[src/hw/rtl/rmc_pkg.sv]
// Package for the rational add / multiply / compare unit.
// Widths, command codes, controller states and the controller-datapath structs.
// No dependencies.
package rmc_pkg;

    localparam int OPERAND_WIDTH = 16;
    localparam int MW = 2 * OPERAND_WIDTH;   // magnitude / denominator width
    localparam int NW = MW + 1;              // numerator width
    localparam int KW = $clog2(MW + 1);      // gcd shift count width
    localparam int CW = $clog2(MW);          // divider step count width

    typedef enum logic [1:0] {
        CMD_ADD = 2'd0,
        CMD_MUL = 2'd1,
        CMD_CMP = 2'd2
    } t_cmd;

    typedef enum logic [2:0] {
        MUL_NONE,
        MUL_AD_SET,
        MUL_CB_ADD,
        MUL_BD_DEN,
        MUL_AC_SET
    } t_mul_op;

    typedef enum logic [3:0] {
        S_IDLE,
        S_MUL1,
        S_MUL2,
        S_MUL3,
        S_GINIT,
        S_GCD,
        S_GFIN,
        S_DIVN,
        S_DIVD,
        S_STORE,
        S_DONE
    } t_state;

    typedef struct packed {
        logic    load;
        t_mul_op mul_op;
        logic    gcd_init;
        logic    gcd_step;
        logic    gcd_fin;
        logic    div_step;
        logic    div_den;
        logic    save_first;
        logic    load_cd;
        logic    out_load;
    } t_dp_cmd;

    typedef struct packed {
        logic [1:0] command;
        logic       gcd_done;
        logic       g_zero;
        logic       div_last;
        logic       out_free;
    } t_dp_sts;

endpackage

[src/hw/rtl/rational_add_mul_compare_unit.sv]
// Rational add / multiply / compare unit: top level; depends on rmc_pkg, rmc_ctrl, rmc_dp.
// Latency accept to valid depends on the command and on the gcd loop steps of each reduction;
// a zero over zero reduction skips both divisions.
// One transaction at a time: next accept in the cycle after the result is loaded; a result not
// yet taken stalls only that load, and the waiting result is taken in the same cycle.
// Reset (synchronous, active low) returns the controller to idle and drops the output valid.
module rational_add_mul_compare_unit
    import rmc_pkg::*;
(
    input  logic                            i_clk,
    input  logic                            i_rst_n,
    input  logic                            i_valid,
    output logic                            o_ready,
    input  logic [1:0]                      i_command,
    input  logic signed [OPERAND_WIDTH-1:0] i_first_num,
    input  logic signed [OPERAND_WIDTH-1:0] i_first_den,
    input  logic signed [OPERAND_WIDTH-1:0] i_second_num,
    input  logic signed [OPERAND_WIDTH-1:0] i_second_den,
    output logic                            o_valid,
    input  logic                            i_ready,
    output logic signed [NW-1:0]            o_result_num,
    output logic signed [MW-1:0]            o_result_den,
    output logic                            o_is_equal,
    output logic                            o_zero_gcd_error
);

    t_dp_cmd w_cmd;
    t_dp_sts w_sts;
    t_dp_sts w_sts_ctrl;

    // the controller decodes the incoming command while idle
    always_comb begin
        w_sts_ctrl = w_sts;
        if (o_ready) begin
            w_sts_ctrl.command = i_command;
        end
    end

    rmc_ctrl u_ctrl (
        .i_clk   (i_clk),
        .i_rst_n (i_rst_n),
        .i_valid (i_valid),
        .o_ready (o_ready),
        .i_sts   (w_sts_ctrl),
        .o_cmd   (w_cmd)
    );

    rmc_dp u_dp (
        .i_clk            (i_clk),
        .i_rst_n          (i_rst_n),
        .i_cmd            (w_cmd),
        .o_sts            (w_sts),
        .i_command        (i_command),
        .i_first_num      (i_first_num),
        .i_first_den      (i_first_den),
        .i_second_num     (i_second_num),
        .i_second_den     (i_second_den),
        .i_out_ready      (i_ready),
        .o_out_valid      (o_valid),
        .o_result_num     (o_result_num),
        .o_result_den     (o_result_den),
        .o_is_equal       (o_is_equal),
        .o_zero_gcd_error (o_zero_gcd_error)
    );

endmodule

[src/hw/rtl/rmc_ctrl.sv]
// Controller state machine for the rational add / multiply / compare unit.
// Sequences multiply, binary gcd and two serial divisions per reduction.
// Depends on rmc_pkg.
module rmc_ctrl
    import rmc_pkg::*;
(
    input  logic    i_clk,
    input  logic    i_rst_n,
    input  logic    i_valid,
    output logic    o_ready,
    input  t_dp_sts i_sts,
    output t_dp_cmd o_cmd
);

    t_state r_state, n_state;
    logic   r_pass, n_pass;

    always_ff @(posedge i_clk) begin
        if (!i_rst_n) begin
            r_state <= S_IDLE;
            r_pass  <= 1'b0;
        end else begin
            r_state <= n_state;
            r_pass  <= n_pass;
        end
    end

    always_comb begin
        n_state = r_state;
        n_pass  = r_pass;
        o_ready = 1'b0;
        o_cmd   = '0;
        case (r_state)
            S_IDLE: begin
                o_ready = 1'b1;
                n_pass  = 1'b0;
                if (i_valid) begin
                    o_cmd.load = 1'b1;
                    case (i_sts.command)
                        CMD_ADD, CMD_MUL: n_state = S_MUL1;
                        CMD_CMP:          n_state = S_GINIT;
                        default:          n_state = S_DONE;
                    endcase
                end
            end
            S_MUL1: begin
                if (i_sts.command == CMD_ADD) begin
                    o_cmd.mul_op = MUL_AD_SET;
                    n_state      = S_MUL2;
                end else begin
                    o_cmd.mul_op = MUL_AC_SET;
                    n_state      = S_MUL3;
                end
            end
            S_MUL2: begin
                o_cmd.mul_op = MUL_CB_ADD;
                n_state      = S_MUL3;
            end
            S_MUL3: begin
                o_cmd.mul_op = MUL_BD_DEN;
                n_state      = S_GINIT;
            end
            S_GINIT: begin
                o_cmd.gcd_init = 1'b1;
                n_state        = S_GCD;
            end
            S_GCD: begin
                if (i_sts.gcd_done) begin
                    n_state = S_GFIN;
                end else begin
                    o_cmd.gcd_step = 1'b1;
                end
            end
            S_GFIN: begin
                o_cmd.gcd_fin = 1'b1;
                n_state       = i_sts.g_zero ? S_STORE : S_DIVN;
            end
            S_DIVN: begin
                o_cmd.div_step = 1'b1;
                if (i_sts.div_last) begin
                    n_state = S_DIVD;
                end
            end
            S_DIVD: begin
                o_cmd.div_step = 1'b1;
                o_cmd.div_den  = 1'b1;
                if (i_sts.div_last) begin
                    n_state = S_STORE;
                end
            end
            S_STORE: begin
                if (i_sts.command == CMD_CMP && !r_pass) begin
                    o_cmd.save_first = 1'b1;
                    o_cmd.load_cd    = 1'b1;
                    n_pass           = 1'b1;
                    n_state          = S_GINIT;
                end else begin
                    n_state = S_DONE;
                end
            end
            S_DONE: begin
                if (i_sts.out_free) begin
                    o_cmd.out_load = 1'b1;
                    n_state        = S_IDLE;
                end
            end
            default: begin
                n_state = S_IDLE;
            end
        endcase
    end

    a_gcd_hold: assert property (@(posedge i_clk) disable iff (!i_rst_n)
        (r_state == S_GCD && !i_sts.gcd_done) |=> (r_state == S_GCD))
        else $error("gcd loop left early");

    a_div_seq: assert property (@(posedge i_clk) disable iff (!i_rst_n)
        (r_state == S_DIVN && i_sts.div_last) |=> (r_state == S_DIVD))
        else $error("denominator division skipped");

    a_accept: assert property (@(posedge i_clk) disable iff (!i_rst_n)
        (r_state == S_IDLE && i_valid) |=> (r_state != S_IDLE))
        else $error("accepted transaction not started");

endmodule

[src/hw/rtl/rmc_dp.sv]
// Datapath for the rational add / multiply / compare unit.
// Operand registers, shared multiplier, binary gcd, restoring divider, output register.
// Depends on rmc_pkg.
module rmc_dp
    import rmc_pkg::*;
(
    input  logic                        i_clk,
    input  logic                        i_rst_n,
    input  t_dp_cmd                     i_cmd,
    output t_dp_sts                     o_sts,
    input  logic [1:0]                  i_command,
    input  logic signed [OPERAND_WIDTH-1:0] i_first_num,
    input  logic signed [OPERAND_WIDTH-1:0] i_first_den,
    input  logic signed [OPERAND_WIDTH-1:0] i_second_num,
    input  logic signed [OPERAND_WIDTH-1:0] i_second_den,
    input  logic                        i_out_ready,
    output logic                        o_out_valid,
    output logic signed [NW-1:0]        o_result_num,
    output logic signed [MW-1:0]        o_result_den,
    output logic                        o_is_equal,
    output logic                        o_zero_gcd_error
);

    logic [1:0]                      r_cmd;
    logic signed [OPERAND_WIDTH-1:0] r_a, r_b, r_c, r_d;
    logic signed [NW-1:0]            r_n;
    logic signed [MW-1:0]            r_dn;
    logic [MW-1:0]                   r_u, r_v, r_g;
    logic [KW-1:0]                   r_k;
    logic [MW-1:0]                   r_rem, r_q;
    logic [CW-1:0]                   r_cnt;
    logic signed [NW-1:0]            r_qn, r_qn1;
    logic signed [MW-1:0]            r_qd, r_qd1;
    logic                            r_zero, r_zero1;
    logic signed [NW-1:0]            r_res_num;
    logic signed [MW-1:0]            r_res_den;
    logic                            r_res_eq, r_res_err;
    logic                            r_out_valid;

    logic signed [OPERAND_WIDTH-1:0] w_ma, w_mb;
    logic signed [MW-1:0]            w_prod;
    logic [NW-1:0]                   w_n_abs;
    logic [MW-1:0]                   w_n_mag, w_d_mag;
    logic [MW-1:0]                   n_u, n_v;
    logic [KW-1:0]                   n_k;
    logic [MW-1:0]                   w_uv, w_g;
    logic [MW:0]                     w_trial;
    logic                            w_fit;
    logic [MW:0]                     w_diff;
    logic [MW-1:0]                   w_rem_next, w_q_next;
    logic signed [NW-1:0]            w_qn_signed;
    logic signed [MW-1:0]            w_qd_signed;
    logic                            w_div_last;
    logic                            w_cmp_err;
    logic signed [NW-1:0]            w_out_num;
    logic signed [MW-1:0]            w_out_den;
    logic                            w_out_eq, w_out_err;

    always_comb begin
        case (i_cmd.mul_op)
            MUL_CB_ADD: begin w_ma = r_c; w_mb = r_b; end
            MUL_BD_DEN: begin w_ma = r_b; w_mb = r_d; end
            MUL_AC_SET: begin w_ma = r_a; w_mb = r_c; end
            default:    begin w_ma = r_a; w_mb = r_d; end
        endcase
    end

    assign w_prod  = w_ma * w_mb;
    assign w_n_abs = r_n[NW-1] ? (~r_n + 1'b1) : r_n;
    assign w_n_mag = w_n_abs[MW-1:0];
    assign w_d_mag = r_dn[MW-1] ? (~r_dn + 1'b1) : r_dn;

    // binary gcd step
    always_comb begin
        n_u = r_u;
        n_v = r_v;
        n_k = r_k;
        if (r_u != '0 && r_v != '0) begin
            if (!r_u[0] && !r_v[0]) begin
                n_u = r_u >> 1;
                n_v = r_v >> 1;
                n_k = r_k + 1'b1;
            end else if (!r_u[0]) begin
                n_u = r_u >> 1;
            end else if (!r_v[0]) begin
                n_v = r_v >> 1;
            end else if (r_u >= r_v) begin
                n_u = r_u - r_v;
            end else begin
                n_v = r_v - r_u;
            end
        end
    end

    assign w_uv = r_u | r_v;
    assign w_g  = w_uv << r_k;

    // restoring divider step
    assign w_trial    = {r_rem, r_q[MW-1]};
    assign w_fit      = w_trial >= {1'b0, r_g};
    assign w_diff     = w_trial - {1'b0, r_g};
    assign w_rem_next = w_fit ? w_diff[MW-1:0] : w_trial[MW-1:0];
    assign w_q_next   = {r_q[MW-2:0], w_fit};
    assign w_div_last = (r_cnt == CW'(MW - 1));

    assign w_qn_signed = r_n[NW-1] ? (NW'(0) - {1'b0, w_q_next}) : {1'b0, w_q_next};
    assign w_qd_signed = r_dn[MW-1] ? (MW'(0) - w_q_next) : w_q_next;

    assign w_cmp_err = r_zero | r_zero1;

    always_comb begin
        w_out_num = '0;
        w_out_den = '0;
        w_out_eq  = 1'b0;
        w_out_err = 1'b0;
        case (r_cmd)
            CMD_ADD, CMD_MUL: begin
                w_out_num = r_qn;
                w_out_den = r_qd;
                w_out_err = r_zero;
            end
            CMD_CMP: begin
                w_out_err = w_cmp_err;
                w_out_eq  = !w_cmp_err && (r_qn1 == r_qn) && (r_qd1 == r_qd);
            end
            default: begin
                w_out_err = 1'b0;
            end
        endcase
    end

    always_ff @(posedge i_clk) begin
        if (i_cmd.load) begin
            r_cmd <= i_command;
            r_a   <= i_first_num;
            r_b   <= i_first_den;
            r_c   <= i_second_num;
            r_d   <= i_second_den;
            r_n   <= NW'(i_first_num);
            r_dn  <= MW'(i_first_den);
        end
        case (i_cmd.mul_op)
            MUL_AD_SET, MUL_AC_SET: r_n  <= NW'(w_prod);
            MUL_CB_ADD:             r_n  <= r_n + NW'(w_prod);
            MUL_BD_DEN:             r_dn <= w_prod;
            default: begin
            end
        endcase
        if (i_cmd.load_cd) begin
            r_n  <= NW'(r_c);
            r_dn <= MW'(r_d);
        end
        if (i_cmd.gcd_init) begin
            r_u <= w_n_mag;
            r_v <= w_d_mag;
            r_k <= '0;
        end
        if (i_cmd.gcd_step) begin
            r_u <= n_u;
            r_v <= n_v;
            r_k <= n_k;
        end
        if (i_cmd.gcd_fin) begin
            r_g    <= w_g;
            r_zero <= (w_uv == '0);
            r_qn   <= '0;
            r_qd   <= '0;
            r_rem  <= '0;
            r_q    <= w_n_mag;
            r_cnt  <= '0;
        end
        if (i_cmd.div_step) begin
            r_cnt <= r_cnt + 1'b1;
            if (w_div_last && !i_cmd.div_den) begin
                r_qn  <= w_qn_signed;
                r_rem <= '0;
                r_q   <= w_d_mag;
            end else begin
                r_rem <= w_rem_next;
                r_q   <= w_q_next;
                if (w_div_last) begin
                    r_qd <= w_qd_signed;
                end
            end
        end
        if (i_cmd.save_first) begin
            r_qn1   <= r_qn;
            r_qd1   <= r_qd;
            r_zero1 <= r_zero;
        end
        if (i_cmd.out_load) begin
            r_res_num <= w_out_num;
            r_res_den <= w_out_den;
            r_res_eq  <= w_out_eq;
            r_res_err <= w_out_err;
        end
    end

    always_ff @(posedge i_clk) begin
        if (!i_rst_n) begin
            r_out_valid <= 1'b0;
        end else if (i_cmd.out_load) begin
            r_out_valid <= 1'b1;
        end else if (i_out_ready) begin
            r_out_valid <= 1'b0;
        end
    end

    assign o_sts.command  = r_cmd;
    assign o_sts.gcd_done = (r_u == '0) || (r_v == '0);
    assign o_sts.g_zero   = (w_uv == '0);
    assign o_sts.div_last = w_div_last;
    assign o_sts.out_free = !r_out_valid || i_out_ready;

    assign o_out_valid      = r_out_valid;
    assign o_result_num     = r_res_num;
    assign o_result_den     = r_res_den;
    assign o_is_equal       = r_res_eq;
    assign o_zero_gcd_error = r_res_err;

    a_out_set: assert property (@(posedge i_clk) disable iff (!i_rst_n)
        i_cmd.out_load |=> r_out_valid)
        else $error("result register not marked valid");

    a_rem_bound: assert property (@(posedge i_clk) disable iff (!i_rst_n)
        i_cmd.div_step |-> (r_rem < r_g))
        else $error("divider remainder not below gcd");

    a_out_hold: assert property (@(posedge i_clk) disable iff (!i_rst_n)
        (r_out_valid && !i_out_ready) |=> (r_out_valid && $stable(r_res_num)
            && $stable(r_res_den) && $stable(r_res_eq) && $stable(r_res_err)))
        else $error("waiting result changed");

endmodule

[config.mk]
export PLATFORM = sky130hd
export DESIGN_NAME = rational_add_mul_compare_unit
export DESIGN_NICKNAME = d
export VERILOG_FILES = /design/src/hw/rtl/rmc_pkg.sv /design/src/hw/rtl/rational_add_mul_compare_unit.sv /design/src/hw/rtl/rmc_ctrl.sv /design/src/hw/rtl/rmc_dp.sv
export SDC_FILE = /design/constraint.sdc
export NUM_CORES = 2
export LEC_CHECK = 0
export BUFFER_PORTS_ARGS = -buffer_cell sky130_fd_sc_hd__buf_4
export CORE_ASPECT_RATIO = 0.5
export CORE_UTILIZATION = 45
export DETAILED_ROUTE_END_ITERATION = 16
export GPL_ROUTABILITY_DRIVEN = 0
export PLACE_DENSITY = 0.57
export SETUP_SLACK_MARGIN = 0.5
export SLEW_MARGIN = 20
export SYNTH_ARGS = -nofsm -noshare
export SYNTH_HDL_FRONTEND = slang
export SYNTH_SLANG_ARGS = --single-unit
[constraint.sdc]
create_clock -name i_clk -period 24.4 [get_ports i_clk]
set_input_delay 4.88 -clock i_clk [delete_from_list [all_inputs] [get_ports i_clk]]
set_output_delay 4.88 -clock i_clk [all_outputs]
set_load 0.01 [all_outputs]
; Word-level counts from Yosys, hierarchy flattened
; Index checks and enable logic that the tools add are counted.
; Widths: inputs -> output; s select.
[op_classes]
bitwise_logic = 4
mul = 1
n_addsub = 10
eq_ne = 33
mux = 77
order_cmp = 2
reduce_logical = 39
shifts = 1
[op_table]
columns = cell, count
row1 = $mux 32, 31
row2 = $mux 33, 6
row3 = $logic_not 32->1, 3
row4 = $sub 32x32->32, 3
row5 = $pmux 33 s2, 1
row6 = $add 32x1->32 const B, 2
row7 = $not 32->32, 2
row8 = $pmux 16 s2, 2
row9 = $reduce_bool 32->1, 2
row10 = $pmux 4 s11, 1
row11 = $add 33x32->33, 1
row12 = $eq 33x33->1, 1
row13 = $ge 33x32->1, 1
row14 = $sub 1x32->33 const A, 1
row15 = $eq 32x32->1, 1
row16 = $ge 32x32->1, 1
row17 = $mul 16x16->32, 1
row18 = $or 32x32->32, 1
row19 = $shl 32x6->32, 1
row20 = $sub 1x32->32 const A, 1
row21 = $mux 4, 7
row22 = $mux 6, 4
row23 = $eq 4x3->1 const B, 4
row24 = $mux 1, 15
row25 = 35 further kinds, 74
[totals]
regBits = 507
output_inout_bits = 69
input_bits = 70
elab_cells = 196

; Logic depth before layout (Yosys ltp)
[logic_depth]
depth_word = 12
mapped_depth = 40
depth_no_buf = 38

; Modules after synthesis
; Synthesis repeated with hierarchy kept, for this count alone.
[unflattened]
cells_unflattened = 4609
area_unflattened_um2 = 42928.7
[modules_own_cells]
columns = mod, seq_area_each_um2, cells_per_inst, n_inst, area_each_um2
row1 = rmc_dp, 14413.8, 4537, 1, 42351.9
row2 = rmc_ctrl, 100.1, 70, 1, 554.3
row3 = rational_add_mul_compare_unit, 0.0, 2, 1, 22.5

; Least setup slack after synthesis
; No wires, ideal clock.
[synth_timing]
kind = reg-to-reg
start = register u_ctrl.r_state[1]
end = register u_dp.r_n[32] (data pin)
synth_period_minus_slack_ps = 9195
path_slack_ps = 15205
t_arrival_ps = 8941
stages_incl_launch_ff = 39
required_time_ps = 24146
n_path_buf = 2
setup_ps = 254
path_cell_list = dfxtp_1 -> nor2_1 -> nand2_1 -> nor2_1 -> nor2_1 -> clkbuf_1 -> a21oi_1 -> clkbuf_1 -> nor2_1 -> fa_1 -> inv_1 -> fa_1 -> fa_1 -> fa_1 -> inv_1 -> fa_1 -> inv_1 -> fa_1 -> (+3 left out) -> o211ai_1 -> a21oi_1 -> o21ai_0 -> nand2_1 -> a21o_1 -> a21oi_1 -> xnor2_1 -> ha_1 -> o21ai_0 -> o21bai_1 -> a211oi_1 -> o21ai_0 -> nor3_1 -> a211oi_1 -> a211oi_1 -> xor2_1 -> xnor2_1 -> a21o_1
[synth_via]
elab_chain_cells = 12
word_cells_on_any_way = 25
cone_classes = add/sub: 1 / mul: 1 / eq/ne: 9 / mux: 10 / reduce/logical: 4
[synth_rtl]
columns = item, line
row1 = start: declaration, rmc_ctrl.sv:15  ; t_state r_state, n_state;
row2 = start signal: assignment, rmc_ctrl.sv:23  ; r_state <= n_state;
row3 = $logic_not 4->1, rmc_ctrl.sv:33  ; case (r_state)
row4 = $mux 1, rmc_ctrl.sv:33
row5 = $mux 2, rational_add_mul_compare_unit.sv:34  ; if (o_ready) begin
row6 = $logic_not 2->1, rmc_ctrl.sv:47  ; if (i_sts.command == CMD_ADD) begin
row7 = $mux 3, rmc_ctrl.sv:47
row8 = $pmux 3 s3, rmc_ctrl.sv:33
row9 = "$eq 3x2->1, or another cell as far along", rmc_dp.sv:60  ; case (i_cmd.mul_op)
row10 = $pmux 16 s2, rmc_dp.sv:60
row11 = $mul 16x16->32, rmc_dp.sv:68  ; assign w_prod = w_ma * w_mb;
row12 = $add 33x32->33, rmc_dp.sv:144  ; MUL_CB_ADD: r_n <= r_n + NW'(w_prod);
row13 = $pmux 33 s2, rmc_dp.sv:142  ; case (i_cmd.mul_op)
row14 = $mux 33 *, rmc_dp.sv:149  ; if (i_cmd.load_cd) begin
row15 = end signal: assignment, rmc_dp.sv:143  ; MUL_AD_SET, MUL_AC_SET: r_n <= NW'(w_prod);
row16 = end signal: assignment, rmc_dp.sv:144
row17 = end signal: assignment, rmc_dp.sv:150  ; r_n <= NW'(r_c);
row18 = end: declaration, rmc_dp.sv:26  ; logic signed [NW-1:0] r_n;
; Every way passes the cells marked *; elsewhere a longest branch is shown, timed or not.
; A chain may end at the register's enable or synchronous reset.

; Worst setup path in the final report
[layout_timing]
start = register u_ctrl.r_state[0]
end = register u_dp.r_n[32] (data pin)
; Same word-level chain as after synthesis.

==> flow_summary.toml <==
[clock_tree]
cts_hold_buf = 0
clock_sinks = 507
cts_made_buffers = 50
clkTransAtPathRegs_ns = 0.07
cts_setup_buffers = 0
cts_tree = "done"
clk_latency_ns = 0.67
post_cts_resized = 0
clk_path_buf_depth = 3
cts-root-buf = "clkbuf_16"
cts_max_level = 2

[yosys]
synth_area_per_cell_um2 = 9.45
synth-main-ff-cell = "edfxtp_1"
synth_xor_area_frac = 0.0666
ys_ff_latch = 507
synthAdderAreaFrac = 0.201
synth_fp_nets = 5026
ys_seq_area_frac = 0.346
synth_top_family_by_area = "adder cells"
async_flop_share = 0
synth_edf_count = 436
synth.area.mux_share = 0.0213
ys_top_cells_by_count = "inv_1 (487), nor2_1 (437), edfxtp_1 (436)"
synth-compound-area-share = 0.158
yosys.area_share.simple = 0.145
yosysWarningCount = 0
synth_most_common_cell = "inv_1"
synth_cell_type_count = 78
yosysTopAreaCellShare = 0.312
synthTopCellsByArea = "edfxtp_1 (31%), fa_1 (13%), ha_1 (7.4%), inv_1 (4.4%), nor2_1 (3.9%)"
netlist_area_mm2 = 0.0420
synth_largest_area_cell = "edfxtp_1"
synthesis.instances = 4443

[grt]
grt_pass1_wl_um = 204000
grt_pass1_vias = 33400
grt_usage = 0.280
antenna_found_initial = 2
grt_max_degree = 85
grt_overflow = 0

[floorplan]
start_util = 0.458
die_y_um = 218
io_pins = 139
coreArea_mm2 = 0.0915
die-area_mm2 = 0.0946
die_w_um = 434
num_rows = 78

[critical_path]
cp_max_fo = 31
critPathSlowestCell = "a221o_1"
criticalPathCategory = "flop to flop"
crit_arrival_ns = 10.91
startpoint_type = "flop"
crit_path_max_incr_delay_ns = 0.63
crit_required_ns = 24.81
worstSetupEndpointType = "flop"
cp_common_cell = "fa_1"

[placed_design]
place_inst = 5680
dp_hpwl_um = 104000
portBuffers = 138
place_area_mm2 = 0.0443

[final_layout]
antenna_cells = 0
drive_gt1_frac = 0.0803
fin_area_mm2 = 0.0461
fillCellCount = 8565
multi_input_area_mm2 = 0.0249
stdcell_count = 5772
syn2layout_area_growth_pct = 9.73
regArea_mm2 = 0.0145
fin_util = 0.503
nNetsFinal = 5075

[drt]
ant_nets = 0
first_iter_violations = 3464
routed_via_density = 5.92
firstDrtPassIters = 6
drcViolationCount = 0
vias = 34200
wl_um = 133000
wire_per_inst_um = 23.1

[outcome]
status = "finished clean"

[sta]
setup_viol = 0
tightestPinTransition_ns = 1.14
rsz0062_at_grt = "no"
fmax_mhz = 95.2
max-slew-margin-rel = 0.233
drv_slew = 0
post-route-period-util = 0.430
period_minus_slack_ns = 10.50
finClkSkew_ns = 0.0668
finalHoldViolations = 0
finalSetupTns_ns = 0

[job]
drv_cap = 0

[min_path]
min_path_type = "flop to flop"
==> layout by cell type, fill, tap and decap left out, types with 46 or more instances in the layout <==
| cell type | netlist | routed |
|---|---|---|
| o31ai_1 | 47 | 47 |
| nand3_1 | 115 | 114 |
| o21bai_1 | 46 | 46 |
| nor2b_1 | 97 | 97 |
| a221oi_1 | 61 | 60 |
| nand2_1 | 348 | 345 |
| clkbuf_16 | 0 | 52 |
| dfxtp_1 | 71 | 71 |
| ha_1 | 247 | 247 |
| inv_1 | 487 | 486 |
| xnor2_1 | 184 | 184 |
| a21oi_1 | 296 | 296 |
| a21o_1 | 65 | 65 |
| nor3_1 | 54 | 51 |
| nor4_1 | 51 | 50 |
| o21ai_0 | 216 | 215 |
| buf_4 | 0 | 204 |
| edfxtp_1 | 436 | 436 |
| fa_1 | 266 | 266 |
| mux2i_1 | 51 | 51 |
| xor2_1 | 135 | 135 |
| nor2_1 | 437 | 431 |
==> logic make-up (layout without fill, tap and decap cells) <==
family | Yosys count | in the layout
flops | 507 | 507
mux | 73 | 73
fa+ha+maj | 513 | 513
buf+inv | 700 | 789
simple gates | 1304 | 1304
xor+xnor | 319 | 319
compound gates | 1027 | 1027
==> metal layers <==
layer  vias up  GRT usage  wire length, um
met5         -          0               24
met4         4     0.0729             3720
met3       210     0.0487            11800
li1      15600          -                -
met1     16800      0.412            60500
met2      1484      0.425            57300
==> flip-flops by register name (all words and copies together) (netlist names), 2 cells and up <==
signal / count
u_ctrl.r_state: 4
u_dp.r_k: 6
u_dp.r_g: 32
u_dp.r_b: 16
u_dp.o_result_den: 32
u_dp.r_u: 32
u_dp.r_cnt: 5
u_dp.r_qd1: 32
u_dp.r_q: 32
u_dp.r_qn: 33
u_dp.r_v: 32
u_dp.r_c: 16
u_dp.r_a: 16
u_dp.r_n: 33
u_dp.r_qd: 32
u_dp.r_qn1: 33
u_dp.r_cmd: 2
u_dp.r_rem: 32
u_dp.r_d: 16
u_dp.o_result_num: 33
u_dp.r_dn: 32
==> final timing paths <==
| check | from | to | slack (ns) | cells past startpoint |
|---|---|---|---|---|
| worst min-delay path | u_dp.r_qd[9] | u_dp.r_qd1[9] | 0.50 | 0 |
| worst min register to register | u_dp.r_qd[9] | u_dp.r_qd1[9] | 0.50 | 0 |
| worst max-delay path | u_ctrl.r_state[0] | u_dp.r_n[32] | 13.90 | 36 |
| worst max register to register | u_ctrl.r_state[0] | u_dp.r_n[32] | 13.90 | 36 |
==> worst max-delay path: cells and delay by family, from the launching register on <==
family / cells / cell delay, ns
XOR/XNOR: 3 / 0.54
buffers and inverters: 7 / 1.05
AND/OR/NAND/NOR: 6 / 1.26
AO/OA/AOI/OAI: 12 / 3.25
flip-flops: 1 / 0.31
adder cells (fa/ha/maj): 8 / 3.90
==> layout make-up <==
cell class / count / area share
Sequential cell: 507 / 0.315
Clock buffer: 59 / 0.0293
Tap cell: 1240 / 0.0337
Clock inverter: 33 / 0.00772
Inverter: 493 / 0.0402
Timing Repair Buffer: 204 / 0.0333
Multi-Input combinational cell: 3236 / 0.541
==> per-stage QoR <==
stage,setup WS [ns],hold WS (ns)
floorplan,15.21,0.452
global placement,14.22,0.478
detailed placement,13.95,0.488
CTS,14.00,0.495
global route,13.25,0.494
finish,13.90,0.499
Power is left out: the tool's default activity adds up to more than one toggle a clock period on the data nets, which glitch-free logic cannot reach.
